`src/design/trwb_pkg.sv`:
```
`timescale 1ns / 1ps
// ----------------------------------------------------------------------------
// trwb_pkg: shared types and constants of the thermostat relay
// Register indexes, request codes, the configuration bundle and defaults.
// ----------------------------------------------------------------------------
package trwb_pkg;

  localparam int unsigned QuietTicksDef   = 6000;
  localparam int unsigned PreBuzzTicksDef = 10;
  localparam int unsigned BuzzTicksDef    = 60;
  localparam int unsigned DelayShiftDef   = 7;

  // Only hysteresis >> BandShift sets the band.
  localparam int unsigned BandShift = 3;

  localparam int unsigned TempW    = 12;
  localparam int unsigned HystW    = 8;
  localparam int unsigned DelayW   = 8;
  localparam int unsigned HoldW    = 16;
  localparam int unsigned CfgIdxW  = 3;
  localparam int unsigned CfgDataW = 12;

  typedef enum logic [CfgIdxW-1:0] {
    CFG_RELAY_POLARITY  = 3'd0,
    CFG_SET_POINT       = 3'd1,
    CFG_HYSTERESIS      = 3'd2,
    CFG_SWITCH_DELAY    = 3'd3,
    CFG_CONTROL_ENABLED = 3'd4
  } cfg_idx_e;

  typedef enum logic {
    REQ_CONTROL = 1'b0,
    REQ_BUZZ    = 1'b1
  } req_e;

  typedef struct packed {
    logic                    relay_polarity;
    logic signed [TempW-1:0] set_point;
    logic [HystW-1:0]        hysteresis;
    logic [DelayW-1:0]       switch_delay;
    logic                    control_enabled;
  } cfg_t;

endpackage

```
`src/design/trwb_cfg_regs.sv`:
```
`timescale 1ns / 1ps
// ----------------------------------------------------------------------------
// trwb_cfg_regs: configuration register file
// Write-only registers loaded by index; unknown indexes are dropped.
// ----------------------------------------------------------------------------
module trwb_cfg_regs (
  input  logic                          clk_i,
  input  logic                          rst_ni,
  input  logic                          cfg_we_i,
  input  logic [trwb_pkg::CfgIdxW-1:0]  cfg_idx_i,
  input  logic [trwb_pkg::CfgDataW-1:0] cfg_wdata_i,
  output trwb_pkg::cfg_t                cfg_o
);

  trwb_pkg::cfg_t cfg_q, cfg_d;

  always_comb begin
    cfg_d = cfg_q;
    if (cfg_we_i) begin
      case (trwb_pkg::cfg_idx_e'(cfg_idx_i))
        trwb_pkg::CFG_RELAY_POLARITY:  cfg_d.relay_polarity  = cfg_wdata_i[0];
        trwb_pkg::CFG_SET_POINT:       cfg_d.set_point       = $signed(cfg_wdata_i);
        trwb_pkg::CFG_HYSTERESIS:      cfg_d.hysteresis      = cfg_wdata_i[7:0];
        trwb_pkg::CFG_SWITCH_DELAY:    cfg_d.switch_delay    = cfg_wdata_i[7:0];
        trwb_pkg::CFG_CONTROL_ENABLED: cfg_d.control_enabled = cfg_wdata_i[0];
        default: ;
      endcase
    end
  end

  always_ff @(posedge clk_i or negedge rst_ni) begin
    if (!rst_ni) begin
      cfg_q <= '{relay_polarity: 1'b0, set_point: '0, hysteresis: '0,
                 switch_delay: '0, control_enabled: 1'b1};
    end else begin
      cfg_q <= cfg_d;
    end
  end

  assign cfg_o = cfg_q;

endmodule

```
`src/design/trwb_core.sv`:
```
`timescale 1ns / 1ps
// ----------------------------------------------------------------------------
// trwb_core: thermostat and buzz state update
// Holds heat state, hold counter, buzz counter and pin level; one update per
// step, producing the next pin level.
// ----------------------------------------------------------------------------
module trwb_core #(
  parameter int unsigned QUIET_TICKS    = trwb_pkg::QuietTicksDef,
  parameter int unsigned PRE_BUZZ_TICKS = trwb_pkg::PreBuzzTicksDef,
  parameter int unsigned BUZZ_TICKS     = trwb_pkg::BuzzTicksDef,
  parameter int unsigned DELAY_SHIFT    = trwb_pkg::DelayShiftDef
) (
  input  logic                             clk_i,
  input  logic                             rst_ni,
  input  trwb_pkg::cfg_t                   cfg_i,
  input  logic                             step_i,
  input  logic                             req_type_i,
  input  logic signed [trwb_pkg::TempW-1:0] temperature_i,
  output logic                             pin_d_o
);

  localparam int unsigned TotalTicks = QUIET_TICKS + PRE_BUZZ_TICKS + BUZZ_TICKS;
  localparam int unsigned BuzzW      = $clog2(TotalTicks + 2);
  localparam int unsigned LimitW     = trwb_pkg::DelayW + DELAY_SHIFT;
  localparam int unsigned CmpW       = trwb_pkg::HoldW + 1;
  localparam int unsigned BandW      = trwb_pkg::HystW - trwb_pkg::BandShift;
  localparam int unsigned WideW      = trwb_pkg::TempW + 1;

  localparam logic [BuzzW-1:0] TotalLim = BuzzW'(TotalTicks);
  localparam logic [BuzzW-1:0] ToggLim  = BuzzW'(QUIET_TICKS + PRE_BUZZ_TICKS);
  localparam logic [BuzzW-1:0] QuietLim = BuzzW'(QUIET_TICKS);
  localparam logic [trwb_pkg::HoldW-1:0] HoldMax = '1;

  logic                       heat_q, heat_d;
  logic [trwb_pkg::HoldW-1:0] hold_q, hold_d;
  logic [BuzzW-1:0]           buzz_q, buzz_d, buzz_inc;
  logic                       pin_q, pin_d;

  logic [BandW-1:0]        band;
  logic signed [WideW-1:0] temp_w, low_bound, high_bound;
  logic [LimitW-1:0]       limit;
  logic                    beyond;
  logic [trwb_pkg::HoldW-1:0] hold_inc;
  logic                    mode;

  always_comb begin
    band       = cfg_i.hysteresis[trwb_pkg::HystW-1:trwb_pkg::BandShift];
    temp_w     = WideW'(temperature_i);
    low_bound  = WideW'($signed(cfg_i.set_point)) - $signed(WideW'(band));
    high_bound = WideW'($signed(cfg_i.set_point)) + $signed(WideW'(band));
    beyond     = heat_q ? (temp_w < low_bound) : (temp_w > high_bound);
    limit      = LimitW'(cfg_i.switch_delay) << DELAY_SHIFT;
    hold_inc   = (hold_q == HoldMax) ? hold_q : hold_q + 1'b1;
    buzz_inc   = buzz_q + 1'b1;
    mode       = cfg_i.relay_polarity;

    heat_d = heat_q;
    hold_d = hold_q;
    buzz_d = buzz_q;
    pin_d  = pin_q;

    if (trwb_pkg::req_e'(req_type_i) == trwb_pkg::REQ_CONTROL) begin
      if (cfg_i.control_enabled) begin
        if (!beyond) begin
          hold_d = '0;
        end else begin
          hold_d = hold_inc;
          if (CmpW'(limit) < CmpW'(hold_inc)) begin
            heat_d = ~heat_q;
          end
        end
        pin_d = heat_d ? mode : ~mode;
      end else begin
        pin_d = mode;
      end
    end else if (!cfg_i.control_enabled) begin
      // Quiet, then forced off, then toggle, then restore and wrap.
      buzz_d = buzz_inc;
      if (buzz_inc > TotalLim) begin
        buzz_d = '0;
        pin_d  = mode;
      end else if (buzz_inc > ToggLim) begin
        pin_d = ~pin_q;
      end else if (buzz_inc > QuietLim) begin
        pin_d = 1'b0;
      end
    end
  end

  always_ff @(posedge clk_i or negedge rst_ni) begin
    if (!rst_ni) begin
      heat_q <= 1'b0;
      hold_q <= '0;
      buzz_q <= '0;
      pin_q  <= 1'b0;
    end else if (step_i) begin
      heat_q <= heat_d;
      hold_q <= hold_d;
      buzz_q <= buzz_d;
      pin_q  <= pin_d;
    end
  end

  assign pin_d_o = pin_d;

  a_buzz_bound: assert property (@(posedge clk_i) disable iff (!rst_ni)
    buzz_q <= TotalLim)
    else $error("buzz counter past its last phase");

  a_hold_clear: assert property (@(posedge clk_i) disable iff (!rst_ni)
    step_i && !req_type_i && cfg_i.control_enabled && !beyond |=> hold_q == '0)
    else $error("hold counter not cleared inside the band");

  a_heat_frozen: assert property (@(posedge clk_i) disable iff (!rst_ni)
    step_i && !cfg_i.control_enabled |=> $stable(heat_q) && $stable(hold_q))
    else $error("thermostat state moved while control disabled");

endmodule

```
`src/design/thermostat_relay_with_buzz.sv`:
```
`timescale 1ns / 1ps
// ----------------------------------------------------------------------------
// thermostat_relay_with_buzz: on/off thermostat relay driver with buzz pattern
// Input register, state update, result register.
// ----------------------------------------------------------------------------
// Each accepted tick yields exactly one relay level. The block takes one tick
// per clock cycle while in_stall_o is low; an accepted tick waits in the input
// register until the result register is free or draining, and its level is
// then loaded into the result register. The rate is set by the update of the
// thermostat and buzz state, which every tick reads and writes.
// The output register lets a new tick enter while a result waits to be taken.
module thermostat_relay_with_buzz #(
  parameter int unsigned QUIET_TICKS    = trwb_pkg::QuietTicksDef,
  parameter int unsigned PRE_BUZZ_TICKS = trwb_pkg::PreBuzzTicksDef,
  parameter int unsigned BUZZ_TICKS     = trwb_pkg::BuzzTicksDef,
  parameter int unsigned DELAY_SHIFT    = trwb_pkg::DelayShiftDef
) (
  input  logic                              clk_i,
  input  logic                              rst_ni,
  input  logic                              cfg_we_i,
  input  logic [trwb_pkg::CfgIdxW-1:0]      cfg_idx_i,
  input  logic [trwb_pkg::CfgDataW-1:0]     cfg_wdata_i,
  input  logic                              in_valid_i,
  output logic                              in_stall_o,
  input  logic                              req_type_i,
  input  logic signed [trwb_pkg::TempW-1:0] temperature_i,
  output logic                              out_valid_o,
  input  logic                              out_stall_i,
  output logic                              relay_level_o
);

  trwb_pkg::cfg_t cfg;

  logic                              in_valid_q;
  logic                              req_q;
  logic signed [trwb_pkg::TempW-1:0] temp_q;
  logic                              out_valid_q;
  logic                              level_q;
  logic                              pin_d;
  logic                              advance;
  logic                              accept;

  trwb_cfg_regs u_cfg (
    .clk_i       (clk_i),
    .rst_ni      (rst_ni),
    .cfg_we_i    (cfg_we_i),
    .cfg_idx_i   (cfg_idx_i),
    .cfg_wdata_i (cfg_wdata_i),
    .cfg_o       (cfg)
  );

  // Move a transaction into the result register when it is free or draining.
  assign advance    = in_valid_q && (!out_valid_q || !out_stall_i);
  assign in_stall_o = in_valid_q && !advance;
  assign accept     = in_valid_i && !in_stall_o;

  trwb_core #(
    .QUIET_TICKS    (QUIET_TICKS),
    .PRE_BUZZ_TICKS (PRE_BUZZ_TICKS),
    .BUZZ_TICKS     (BUZZ_TICKS),
    .DELAY_SHIFT    (DELAY_SHIFT)
  ) u_core (
    .clk_i         (clk_i),
    .rst_ni        (rst_ni),
    .cfg_i         (cfg),
    .step_i        (advance),
    .req_type_i    (req_q),
    .temperature_i (temp_q),
    .pin_d_o       (pin_d)
  );

  always_ff @(posedge clk_i or negedge rst_ni) begin
    if (!rst_ni) begin
      in_valid_q <= 1'b0;
    end else if (accept) begin
      in_valid_q <= 1'b1;
    end else if (advance) begin
      in_valid_q <= 1'b0;
    end
  end

  always_ff @(posedge clk_i) begin
    if (accept) begin
      req_q  <= req_type_i;
      temp_q <= temperature_i;
    end
  end

  always_ff @(posedge clk_i or negedge rst_ni) begin
    if (!rst_ni) begin
      out_valid_q <= 1'b0;
    end else if (advance) begin
      out_valid_q <= 1'b1;
    end else if (!out_stall_i) begin
      out_valid_q <= 1'b0;
    end
  end

  always_ff @(posedge clk_i) begin
    if (advance) begin
      level_q <= pin_d;
    end
  end

  assign out_valid_o   = out_valid_q;
  assign relay_level_o = level_q;

  a_advance_fills: assert property (@(posedge clk_i) disable iff (!rst_ni)
    advance |=> out_valid_q)
    else $error("result register empty after a transaction advanced");

  a_no_overwrite: assert property (@(posedge clk_i) disable iff (!rst_ni)
    out_valid_q && out_stall_i |-> !advance)
    else $error("waiting result overwritten");

  a_hold_input: assert property (@(posedge clk_i) disable iff (!rst_ni)
    in_valid_q && !advance |=> in_valid_q && $stable(req_q) && $stable(temp_q))
    else $error("stalled input transaction lost");

endmodule

```
`config.mk`:
```
export PLATFORM = sky130hd
export DESIGN_NAME = thermostat_relay_with_buzz
export DESIGN_NICKNAME = d
export VERILOG_FILES = /design/src/design/trwb_pkg.sv /design/src/design/trwb_cfg_regs.sv /design/src/design/trwb_core.sv /design/src/design/thermostat_relay_with_buzz.sv
export SDC_FILE = /design/constraint.sdc
export NUM_CORES = 1
export LEC_CHECK = 0
export BUFFER_PORTS_ARGS = -buffer_cell sky130_fd_sc_hd__buf_4
export CAP_MARGIN = 40
export CORE_MARGIN = 10
export CORE_UTILIZATION = 55
export CTS_CLUSTER_DIAMETER = 40
export DETAILED_ROUTE_END_ITERATION = 10
export GPL_TIMING_DRIVEN = 0
export MAX_ROUTING_LAYER = met4
export PLACE_DENSITY = 0.74
export SLEW_MARGIN = 20
export SYNTH_ARGS = -nofsm -noshare
export SYNTH_HDL_FRONTEND = slang
export SYNTH_SLANG_ARGS = --single-unit
```
`constraint.sdc`:
```
create_clock -name clk_i -period 5.08 [get_ports clk_i]
set_input_delay 1.016 -clock clk_i [delete_from_list [all_inputs] [get_ports clk_i]]
set_output_delay 1.016 -clock clk_i [all_outputs]
set_load 0.005 [all_outputs]
```
==> results of run 1 <==
==> cells by family (layout without fill, tap and decap cells) <==
group	count (synthesis)	in the layout	synth area share, %
DFF	74	74	37.0
xor gates and xnor gates	33	33	5.56
muxes	23	23	4.91
AOI/OAI and AO/OA	134	134	16.8
and+or+nand+nor	206	206	20.7
buffers and inverters	46	98	3.51
adders and majority gates	47	47	11.6
==> synth_stat cells, types with 3 or more instances <==
library cell / count / area share, %
o211ai_1: 3 / 0.43
a31oi_1: 6 / 0.72
edfxtp_1: 14 / 8.1
ha_1: 45 / 11
clkbuf_1: 16 / 1.2
dfrtp_1: 59 / 28
or4_1: 3 / 0.43
o21ai_0: 41 / 3.9
nand3b_1: 9 / 1.3
a211oi_1: 4 / 0.58
nor3_1: 7 / 0.67
nand4_1: 11 / 1.3
buf_2: 6 / 0.58
o31ai_1: 19 / 2.7
o41ai_1: 4 / 0.67
nor2_1: 47 / 3.4
inv_1: 20 / 1.4
mux2_2: 20 / 4.3
nor2b_1: 5 / 0.60
nor4_1: 4 / 0.48
a21oi_1: 25 / 2.4
o21bai_1: 4 / 0.58
nand2b_1: 11 / 1.3
and3_1: 10 / 1.2
xnor2_1: 17 / 2.9
a21o_1: 3 / 0.43
nand3_1: 28 / 2.7
and4_1: 5 / 0.84
nand2_1: 54 / 3.9
mux2i_1: 3 / 0.58
xor2_1: 16 / 2.7
==> flip-flops by register name, indices dropped and copies added (netlist names) <==
register and cells:
out_valid_o 1, temp_q 12, req_q 1, u_core.buzz_q 13, u_core.pin_q 1, u_cfg.cfg_o 27, u_core.heat_q 1, u_core.hold_q 16
in_valid_q 1, relay_level_o 1
==> report_power, final <==
part	internal [mW]	switching, mW	total, mW	leakage, nW
Sequential	0.697	0.0880	0.785	0.901
Clock	0.376	0.244	0.620	0.129
Combinational	0.365	0.468	0.832	1.44
==> cells in the final DEF (no fill, tap or decap), drive strengths merged, types with 14 or more instances in the layout <==
cell type	netlist	final
mux2	20	20
clkbuf	18	27
nand2	54	54
inv	20	20
buf	8	44
nor2	47	47
o31ai	19	19
a21oi	26	26
dfrtp	59	59
nand3	28	28
xnor2	17	17
ha	45	45
edfxtp	14	14
o21ai	43	43
xor2	16	16
==> area by class of cell <==
cell class | count | share of cell area, %
Sequential cell | 74 | 32.5
Inverter | 20 | 1.27
Tap cell | 129 | 2.73
Buffer | 26 | 1.82
Clock buffer | 9 | 2.09
Timing Repair Buffer | 36 | 4.90
Clock inverter | 7 | 2.39
Multi-Input combinational cell | 443 | 52.3
==> critical path, delay by kind of cell, from the launching register on <==
family | cells | cell delay (ns)
DFF | 1 | 0.50
muxes | 2 | 0.35
and+or+nand+nor | 9 | 1.90
buffers and inverters | 1 | 0.20
AOI/OAI and AO/OA | 3 | 0.87
xor gates and xnor gates | 1 | 0.15
adders and majority gates | 2 | 0.51
==> through the flow <==
| step | cell area [um^2] | setup WS, ns | hold WS, ns |
|---|---|---|---|
| after floorplan | 5200 | 1.19 | 0.449 |
| after global placement | 5620 | 0.485 | 0.474 |
| after CTS | 5890 | 0.395 | 0.516 |
| after detailed placement | 5620 | 0.403 | 0.494 |
| final | 5920 | 0.448 | 0.448 |
| after global routing | 5920 | 0.00776 | 0.432 |
==> metal layers <==
metal	routed length (um)	GRT usage, %	vias up
met5	0	-	-
met4	199	6.67	0
met3	413	2.91	19
met2	5480	30.5	110
met1	5660	23.6	2128
li1	-	-	2162
==> final timing paths <==
kind | start | to | slack (ns) | cells past startpoint
worst max register to register | u_core.hold_q[1] | relay_level_o | 0.45 | 18
max in group asynchronous | rst_ni | u_cfg.cfg_o[0] | 4.14 | 2
worst min register to register | in_valid_q | out_valid_o | 0.51 | 1
worst max-delay path | u_core.hold_q[1] | relay_level_o | 0.45 | 18
min in group clk_i | in_valid_q | out_valid_o | 0.51 | 1
worst min-delay path | rst_ni | u_cfg.cfg_o[27] | 0.45 | 1
==> impl_summary.log, run 1 <==
INFO  metric htree_num_levels = 3
INFO  metric grt_antenna_before_repair = 0
INFO  metric critical_path_peak_fanout = 10
INFO  metric start_util = around 56%
INFO  metric cts_root_buf = clkbuf_8
INFO  metric finalNonFillerCells = ~740
INFO  metric total_power = approximately 2.2 mW
INFO  metric synth_cell_types = 64
INFO  metric final-setup-viol-count = 0
INFO  metric cts.path.max_buffers = 2
INFO  metric diodes = 0
INFO  metric share_of_final_layout_standard_cells_stronger_than_drive_strength_1 = between 10% and 20%
INFO  metric max_stage_delay = approximately 0.50 ns
INFO  metric hold_path_class = in2async
INFO  metric number_of_resized_instances_in_the_post_cts_repair_step = 0
INFO  metric synthesis.area_per_instance = between 9 and 10 um^2
INFO  metric cell_count_after_placement = ~730
INFO  metric synth-async-reset-ratio = 81.1%
INFO  metric ys_seq_area_share = between 30% and 40%
INFO  metric worst_margin_slew = slightly above 0.7 ns
INFO  metric grt_usage = 18.9%
INFO  metric route.detailed.wl_per_inst = between 15 and 20 um
INFO  metric critical_path_required = about 5.3 ns
INFO  metric synthesized_net_count = 643
INFO  metric overall_die_height = ~120 um
INFO  metric multi_input_comb_area = 3100 um^2
INFO  metric cts_tree = built
INFO  metric postCtsHoldBufs = 0
INFO  metric cts_inserted_buffers = 9
INFO  metric synthesis.area = 5200 um^2
INFO  metric area_growth = 13.9%
INFO  metric highest_attainable_clock_frequency = around 220 MHz
INFO  metric setup.worst_path.end_class = flop
INFO  metric post_synth_inst_count = ~560
INFO  metric coreArea = between 9000 and 10000 um^2
INFO  metric run_status = finished clean
INFO  metric die_width = ~120 um
INFO  metric worst_clock_skew = roughly 0.0095 ns
INFO  metric postRouteAntennaNets = 0
INFO  metric slew_headroom = roughly 52%
INFO  metric synth-seq-cells = between 70 and 80
INFO  metric synth-edff-count = 14
INFO  metric drv.max_cap_violation_count = 0
INFO  metric synth_warnings = 0
INFO  metric nets = 690
INFO  metric num_vias = between 4k and 5k
INFO  metric drc = 0
INFO  metric timing.critical_path.slowest_stage_cell = dfrtp_1
INFO  metric drt_iter0_markers = between 400 and 500
INFO  metric grt_start_max_net_pins = between 60 and 70
INFO  metric power_leakage = between 2 and 2.5 nW
INFO  metric drt-pass1-iter-count = 5
INFO  metric global_route_wire_length_before_repair = 20.5 mm
INFO  metric hold_viol = 0
INFO  metric critical_path.cell_chain = ha_1 > buf_2 > nand4_1 > nor4_2 > nor3_1 > nand2_1 > nor2_1 > xnor2_1 > ha_1 > nand3_1 > nor4_1 > mux2i_1 > a2111oi_0 > o211ai_1 > mux2i_1 > nor3_1 > or3b_1 > a21oi_1
INFO  metric die_area = 13700 um^2
INFO  metric finalCritPeriodShare = 91.2%
INFO  metric finalMaxSlewViolations = 0
INFO  metric layout.area.seq = approximately 1900 um^2
INFO  metric setup.worst_path.start_class = flop
INFO  metric period_minus_slack = between 4 and 5 ns
INFO  metric critPathArrivalTime = approximately 4.8 ns
INFO  metric gpl.final_weighted_congestion = between 0.9 and 1
INFO  metric final_core_util = ~64%
INFO  metric clock_pin_slew_on_the_worst_setup_and_hold_paths = about 0.09 ns
INFO  metric ir_worst_vdd = approximately 200 uV
INFO  metric pin_count = 36
INFO  metric ys.flop_type = dfrtp_1
INFO  metric drt_wl_total = ~12 mm
INFO  metric powerDensity = 378 nW/um^2
INFO  metric clkSinkCount = 74
INFO  metric count_of_buffers_added_by_post_cts_timing_repair_for_setup = 0
INFO  metric post-dp-hpwl = 8.68 mm
INFO  metric std_cell_rows = 35
INFO  metric final.fill_count = roughly 770
INFO  metric crit_type = reg2reg
INFO  metric global_route.overflow_total = 0
INFO  metric setup_total_negative_slack = 0 ns
INFO  metric route.detailed.vias_per_inst = about 5.9
INFO  metric first_global_vias = ~4.5k
INFO  metric rsz_0062_raised_after_global_routing = false
INFO  metric clock_latency = between 0.3 and 0.4 ns
INFO  metric port-buffer-count = 35
Note: power is estimated with default switching activity, not from simulation.
==> run 2: changes to the inputs <==
==> constraint.sdc (replaced) <==
create_clock -name clk_i -period 4.6 [get_ports clk_i]
set_input_delay 0.92 -clock clk_i [delete_from_list [all_inputs] [get_ports clk_i]]
set_output_delay 0.92 -clock clk_i [all_outputs]
set_load 0.005 [all_outputs]
==> run 2 against run 1 <==
Via count grew 0.41%. Global-route usage barely moved. Combinational power rose by 13%. Register-to-register slack got worse by 0.098 ns. Routed wire length up 0.51%. Power increased by 12%. Cell count rose by 0.40%. Hold slack worse by 0.097 ns. Clock skew grew 0.0020 ns. Largest cell class unchanged.
==> impl_summary.log, run 2 (synthesis gave the netlist of run 1 again) <==
INFO  metric nets = roughly 690
INFO  metric cts.path.max_buffers = 2
INFO  metric cpLargestDelayFamily = compound AO/OA/AOI/OAI gates
INFO  metric final.fill_count = 760
INFO  metric finalCritPeriodShare = between 90 and 100%
INFO  metric drv.max_cap_violation_count = 0
INFO  metric crit_top_cell = nor2_1
INFO  metric cts_tree = built
INFO  metric worst_clock_skew = between 0.01 and 0.015 ns
INFO  metric setup.worst_path.start_class = flop
INFO  metric critical_path_peak_fanout = 3
INFO  metric hold_path_class = in2async
INFO  metric die_width = 117 um
INFO  metric clock_pin_slew_on_the_worst_setup_and_hold_paths = approximately 0.090 ns
INFO  metric mostFrequentLayoutCell = dfrtp_1
INFO  metric setup_total_negative_slack = 0 ns
INFO  metric grt_usage = 18.9%
INFO  metric drt-pass1-iter-count = 5
INFO  metric diodes = 0
INFO  metric p_sw = 0.893 mW
INFO  metric setup_ws = 0.351 ns
INFO  metric commonest_cells_after_routing_fill_and_taps_aside = dfrtp_1 (58), nand2_1 (54), nor2_1 (47)
INFO  metric share_comb_of_total_power = 37.8%
INFO  metric power_frac_seq = a little over a third
INFO  metric pin_count = 36
INFO  metric r2r_setup_slack = approximately 0.35 ns
INFO  metric share_of_final_layout_standard_cells_stronger_than_drive_strength_1 = 15.9%
INFO  metric run_status = finished clean
INFO  metric coreArea = ~9000 um^2
INFO  metric gpl.final_weighted_congestion = around 0.91
INFO  metric period_minus_slack = between 4 and 5 ns
INFO  metric port-buffer-count = 35
INFO  metric postRouteAntennaNets = 0
INFO  metric std_cell_rows = 35
INFO  metric drt_iter0_markers = 333
INFO  metric ir_worst_vdd = around 220 uV
INFO  metric overall_die_height = ~120 um
INFO  metric worst_margin_slew = 0.702 ns
INFO  metric first_global_vias = approximately 4.5k
INFO  metric drc = 0
INFO  metric power_leakage = 2.51 nW
INFO  metric post-dp-hpwl = just under 9 mm
INFO  metric hold_viol = 0
INFO  metric critical_path.reg2reg.startpoint = u_cfg.cfg_o[12]
INFO  metric global_route.overflow_total = 0
INFO  metric p_int = ~1.6 mW
INFO  metric area_growth = 15.1%
INFO  metric route.detailed.wl_per_inst = about 16 um
INFO  metric start_util = a little under three fifths
INFO  metric cts_inserted_buffers = 9
INFO  metric pwr-share-clk = between 20 and 30%
INFO  metric finalMaxSlewViolations = 0
INFO  metric setup.worst_path.end_class = flop
INFO  metric dp_worst_setup_slack = -0.0765 ns
INFO  metric power_switching_share = 35.8%
INFO  metric drt_wl_total = roughly 12 mm
INFO  metric crit_type = reg2reg
INFO  metric max_stage_delay = 0.40 ns
INFO  metric final-setup-viol-count = 0
INFO  metric worst_r2r_path_depth = 20
INFO  metric route.detailed.vias_per_inst = between 5 and 6
INFO  metric die_area = 13700 um^2
INFO  metric htree_num_levels = 3
INFO  metric slew_headroom = around 53%
INFO  metric global_route_wire_length_before_repair = 20.6 mm
INFO  metric clkSinkCount = 74
INFO  metric critical_path_required = ~4.7 ns
INFO  metric cts_root_buf = clkbuf_8
INFO  metric postCtsHoldBufs = 0
INFO  metric regToRegEndpoint = relay_level_o
INFO  metric total_power = about 2.5 mW
INFO  metric finalHoldWorstSlack = approximately 0.35 ns
INFO  metric rsz_0062_raised_after_global_routing = false
INFO  metric final_core_util = around two thirds
INFO  metric largest_reg_flops = 27
INFO  metric grt_start_max_net_pins = a little over 60
INFO  metric num_vias = roughly 4.4k
INFO  metric critPathArrivalTime = about 4.4 ns
INFO  metric clock_latency = 0.35 ns
INFO  metric timing.critical_path.slowest_stage_cell = fa_1
INFO  metric highest_attainable_clock_frequency = between 200 and 250 MHz
INFO  metric timing.critical_path.buf_inv = 2
INFO  metric critical_path.cell_chain = ha_1 > inv_1 > fa_1 > nor2_1 > nor2_1 > nor2_1 > nor2_1 > o21bai_1 > nand4_1 > nor2_1 > xnor2_1 > ha_1 > a21o_1 > a211o_1 > a2111oi_2 > a21oi_1 > buf_4 > a221o_1 > o21ai_0 > a21oi_2
INFO  metric powerDensity = 417 nW/um^2
INFO  metric grt_antenna_before_repair = 0
[run 2: cell count changes in the layout (fill, tap and decap cells not counted), sizes merged]
cell / before / now
buf: 44 / 48
clkbuf: 27 / 26
[run 2: cell type report]
cell class              count  area (um^2)  share of cell area [%]
multi-input cells         443         3130                    52.4
plain buffers              26          109                    1.82
flip-flops and latches     74         1920                    32.2
repair buffers             39          313                    5.23
well taps                 129          161                    2.70
clock inverters             7          141                    2.36
inverters                  20         75.1                    1.25
clock buffers               9          124                    2.07
[run 2: metrics by stage]
step / instance area, um^2 / cells
CTS: 5900 / 743
floorplan: 5200 / 563
global placement: 5620 / 727
finish: 5980 / 747
detailed placement: 5620 / 727
global route: 5980 / 747
[run 2: power by group through the flow]
stage | sequential [mW] | combinational, mW | clock, mW
2_1_floorplan | 0.848 | 0.702 | 0
3_3_place_gp | 0.873 | 0.874 | 0
3_5_place_dp | 0.877 | 0.908 | 0
4_1_cts | 0.865 | 0.917 | 0.693
5_1_grt | 0.885 | 1.09 | 0.722
6_report | 0.868 | 0.943 | 0.684
[run 2: what timing repair did]
item	CTS	global route
pin swaps	0	2
resized for setup	2	11
endpoints found under the setup margin	10	13
buffers inserted	0	3
[run 2: worst max path at each step]
stage / depth (start not counted) / startpoint / slack (ns) / to
4_1_cts: 18 / u_core.hold_q[1] / 0.04 / relay_level_o
5_1_grt: 22 / u_cfg.cfg_o[12] / 0.02 / u_core.hold_q[2]
2_1_floorplan: 19 / u_cfg.cfg_o[12] / 0.71 / u_core.hold_q[3]
3_3_place_gp: 19 / u_cfg.cfg_o[12] / 0.005 / u_core.hold_q[3]
6_report: 20 / u_cfg.cfg_o[12] / 0.35 / relay_level_o
3_5_place_dp: 19 / u_cfg.cfg_o[12] / -0.08 / u_core.hold_q[3]
[run 2: per-layer routing]
| layer | up-vias | global-route usage [%] | wire (um) | part of all wire (%) |
|---|---|---|---|---|
| li1 | 2170 | - | - | - |
| met1 | 2138 | 23.6 | 5640 | 48 |
| met2 | 103 | 30.7 | 5520 | 47 |
| met3 | 26 | 2.91 | 396 | 3.4 |
| met4 | 0 | 6.59 | 257 | 2.2 |
| met5 | - | - | 0 | 0 |
[run 2: worst reg2reg max path: stages (launching register included)]
cell,delay (ns)
dfrtp_1,0.38
ha_1,0.18
inv_1,0.05
fa_1,0.40
nor2_1,0.13
nor2_1,0.05
nor2_1,0.09
nor2_1,0.07
o21bai_1,0.19
nand4_1,0.19
nor2_1,0.17
xnor2_1,0.14
ha_1,0.26
a21o_1,0.19
a211o_1,0.30
a2111oi_2,0.33
a21oi_1,0.15
buf_4,0.17
a221o_1,0.36
o21ai_0,0.12
a21oi_2,0.08
==> run 3: changes to the inputs <==
--- a/config.mk
+++ b/config.mk
@@ -7,13 +7,15 @@
 export LEC_CHECK = 0
 export BUFFER_PORTS_ARGS = -buffer_cell sky130_fd_sc_hd__buf_4
 export CAP_MARGIN = 40
+export CELL_PAD_IN_SITES_DETAIL_PLACEMENT = 1
+export CELL_PAD_IN_SITES_GLOBAL_PLACEMENT = 1
 export CORE_MARGIN = 10
-export CORE_UTILIZATION = 55
+export CORE_UTILIZATION = 48
 export CTS_CLUSTER_DIAMETER = 40
 export DETAILED_ROUTE_END_ITERATION = 10
 export GPL_TIMING_DRIVEN = 0
 export MAX_ROUTING_LAYER = met4
-export PLACE_DENSITY = 0.74
+export PLACE_DENSITY_LB_ADDON = 0.1
 export SLEW_MARGIN = 20
 export SYNTH_ARGS = -nofsm -noshare
 export SYNTH_HDL_FRONTEND = slang
==> run 3 against run 2 <==
Sequential cell count stayed put. First-iteration DRC count shrank 16%. Clock power fell by 21%. Power down 3.2%. Critical path type unchanged. Clock skew up 0.0039 ns. Via count down 0.16%. Setup slack worse by 0.074 ns. Register-to-register slack worse by 0.07 ns. Critical path depth stayed put. Maximum frequency is 1.7% lower.
==> impl_summary.log, run 3 (synthesis gave the netlist of run 1 again) <==
INFO  metric run_status = finished clean
INFO  metric setup.worst_path.start_class = flop
INFO  metric global_route.overflow_total = 0
INFO  metric die_width = 124 um
INFO  metric hold_viol = 0
INFO  metric rsz_0062_raised_after_global_routing = true
INFO  metric gpl.final_weighted_congestion = 0.892
INFO  metric ir_worst_vdd = about 200 uV
INFO  metric drt-pass1-iter-count = 4
INFO  metric global_route_wire_length_before_repair = roughly 23 mm
INFO  metric clkSinkCount = 74
INFO  metric nets = 694
INFO  metric finalMaxSlewViolations = 0
INFO  metric max_stage_delay = 0.42 ns
INFO  metric powerDensity = 405 nW/um^2
INFO  metric drv.max_cap_violation_count = 0
INFO  metric period_minus_slack = approximately 4.3 ns
INFO  metric critical_path.cell_chain = ha_1 > inv_1 > fa_1 > nor2_1 > nor2_1 > nor2_1 > nor2_1 > o21bai_1 > nand4_1 > nor2_2 > xnor2_1 > ha_1 > a21o_1 > a211o_1 > a2111oi_4 > a21oi_2 > mux2i_1 > nor3_1 > or3b_1 > a21oi_1
INFO  metric critical_path_peak_fanout = 3
INFO  metric largest_reg_flops = 27
INFO  metric post-dp-hpwl = between 10 and 15 mm
INFO  metric mostFrequentLayoutCell = dfrtp_1
INFO  metric worst_clock_skew = around 0.015 ns
INFO  metric setup_total_negative_slack = 0 ns
INFO  metric critical_path_required = around 4.8 ns
INFO  metric commonest_cells_after_routing_fill_and_taps_aside = dfrtp_1 (59), nand2_1 (54), nor2_1 (45), ha_1 (45), o21ai_0 (40)
INFO  metric finalCritPeriodShare = between 90% and 100%
INFO  metric timing.critical_path.slowest_stage_cell = or3b_1
INFO  metric crit_type = reg2reg
INFO  metric die_area = 15400 um^2
INFO  metric grt_usage = 18.8%
INFO  metric hold_path_class = in2async
INFO  metric worst_margin_slew = a little under 0.6 ns
INFO  metric highest_attainable_clock_frequency = between 200 and 250 MHz
INFO  metric setup_ws = between 0.2 and 0.3 ns
INFO  metric std_cell_rows = 37
INFO  metric final-setup-viol-count = 0
INFO  metric htree_num_levels = 3
INFO  metric start_util = 49.9%
INFO  metric cts_root_buf = clkbuf_8
INFO  metric cts_inserted_buffers = 9
INFO  metric num_vias = 4430
INFO  metric drt_iter0_markers = approximately 280
INFO  metric cell_count_after_placement = around 730
INFO  metric grt_antenna_before_repair = 0
INFO  metric power_leakage = roughly 2.5 nW
INFO  metric postRouteAntennaNets = 0
INFO  metric overall_die_height = between 100 and 150 um
INFO  metric first_global_vias = 4625
INFO  metric critPathArrivalTime = about 4.6 ns
INFO  metric route.detailed.vias_per_inst = between 5 and 6
INFO  metric slew_headroom = 59.9%
INFO  metric drt_wl_total = roughly 14 mm
INFO  metric port-buffer-count = 35
INFO  metric pin_count = 36
INFO  metric coreArea = about 10000 um^2
INFO  metric grt_start_max_net_pins = just over 60
INFO  metric setup.worst_path.end_class = flop
INFO  metric crit_top_cell = nor2_1
INFO  metric share_of_final_layout_standard_cells_stronger_than_drive_strength_1 = between 10% and 20%
INFO  metric area_growth = 14.7%
INFO  metric cts.path.max_buffers = 2
INFO  metric dp_worst_setup_slack = -0.364 ns
INFO  metric postCtsHoldBufs = 0
INFO  metric drc = 0
INFO  metric final.fill_count = around 1.2k
INFO  metric cts_tree = built
INFO  metric clock_latency = roughly 0.37 ns
INFO  metric clock_pin_slew_on_the_worst_setup_and_hold_paths = ~0.10 ns
INFO  metric finalNonFillerCells = approximately 760
INFO  metric route.detailed.wl_per_inst = around 18 um
INFO  metric diodes = 0
-- run 3: cell types whose count changed in the layout (fill, tap and decap cells not counted), sizes merged --
cell / previous run / this run
clkbuf: 26 / 28
clkinvlp: 1 / 0
clkinv: 2 / 1
bufinv: 4 / 0
inv: 20 / 25
-- run 3: metal layers --
layer  GRT usage, %  vias to the layer above  part of all wire (%)
li1               -                     2170                     -
met1           23.5                     2194                    46
met2           31.3                       47                    50
met3           2.53                       19                   2.1
met4           5.40                        0                   1.3
met5              -                        -                     0
-- run 3: area by class of cell --
| class | count | area [um^2] | area share [%] |
|---|---|---|---|
| timing repair buffer | 40 | 324 | 5.44 |
| inverter | 20 | 75.1 | 1.26 |
| clock buffer | 10 | 149 | 2.50 |
| buffer | 26 | 109 | 1.83 |
| clock inverter | 6 | 52.6 | 0.882 |
| sequential | 74 | 1920 | 32.3 |
| tap | 136 | 170 | 2.85 |
| multi-input combinational | 443 | 3160 | 53.0 |
-- run 3: critical path, delay by kind of cell, from the launching register on --
| family | cells | cell delay [ns] |
|---|---|---|
| xor+xnor | 1 | 0.13 |
| fa+ha+maj | 3 | 0.85 |
| buf+inv | 1 | 0.06 |
| compound gates | 6 | 1.37 |
| flops | 1 | 0.38 |
| mux | 1 | 0.15 |
| simple gates | 8 | 1.24 |
-- run 3: path summary, 6_finish.rpt --
check | startpoint | end | slack, ns | cells past startpoint
max | u_cfg.cfg_o[12] | relay_level_o | 0.28 | 20
min | rst_ni | u_cfg.cfg_o[25] | 0.33 | 1
max reg2reg | u_cfg.cfg_o[12] | relay_level_o | 0.28 | 20
min reg2reg | in_valid_q | out_valid_o | 0.49 | 1
max in group asynchronous | rst_ni | u_cfg.cfg_o[0] | 3.74 | 2
min in group clk_i | in_valid_q | out_valid_o | 0.49 | 1
-- run 3: through the flow --
step           area [um^2]  hold slack, ns  util (%)  total power, mW
2_1_floorplan         5200           0.449         -             1.55
3_5_place_dp          5630           0.483      54.1             1.84
6_report              5960           0.333      57.2             2.42
5_1_grt               5960           0.323      57.2             2.60
3_3_place_gp          5630           0.470      54.1             1.77
4_1_cts               5850           0.498      56.2             2.41
-- run 3: repair_timing --
item	in CTS	in global routing
setup endpoints to repair	18	18
setup buffers	2	1
pin swaps	0	1
resized for setup	4	12
-- run 3: power by group --
group          total (mW)  leakage (nW)  switching (mW)  internal [mW]
logic                1.01          1.49           0.574          0.433
clock network       0.540         0.105           0.300          0.240
registers           0.869         0.901           0.100          0.769
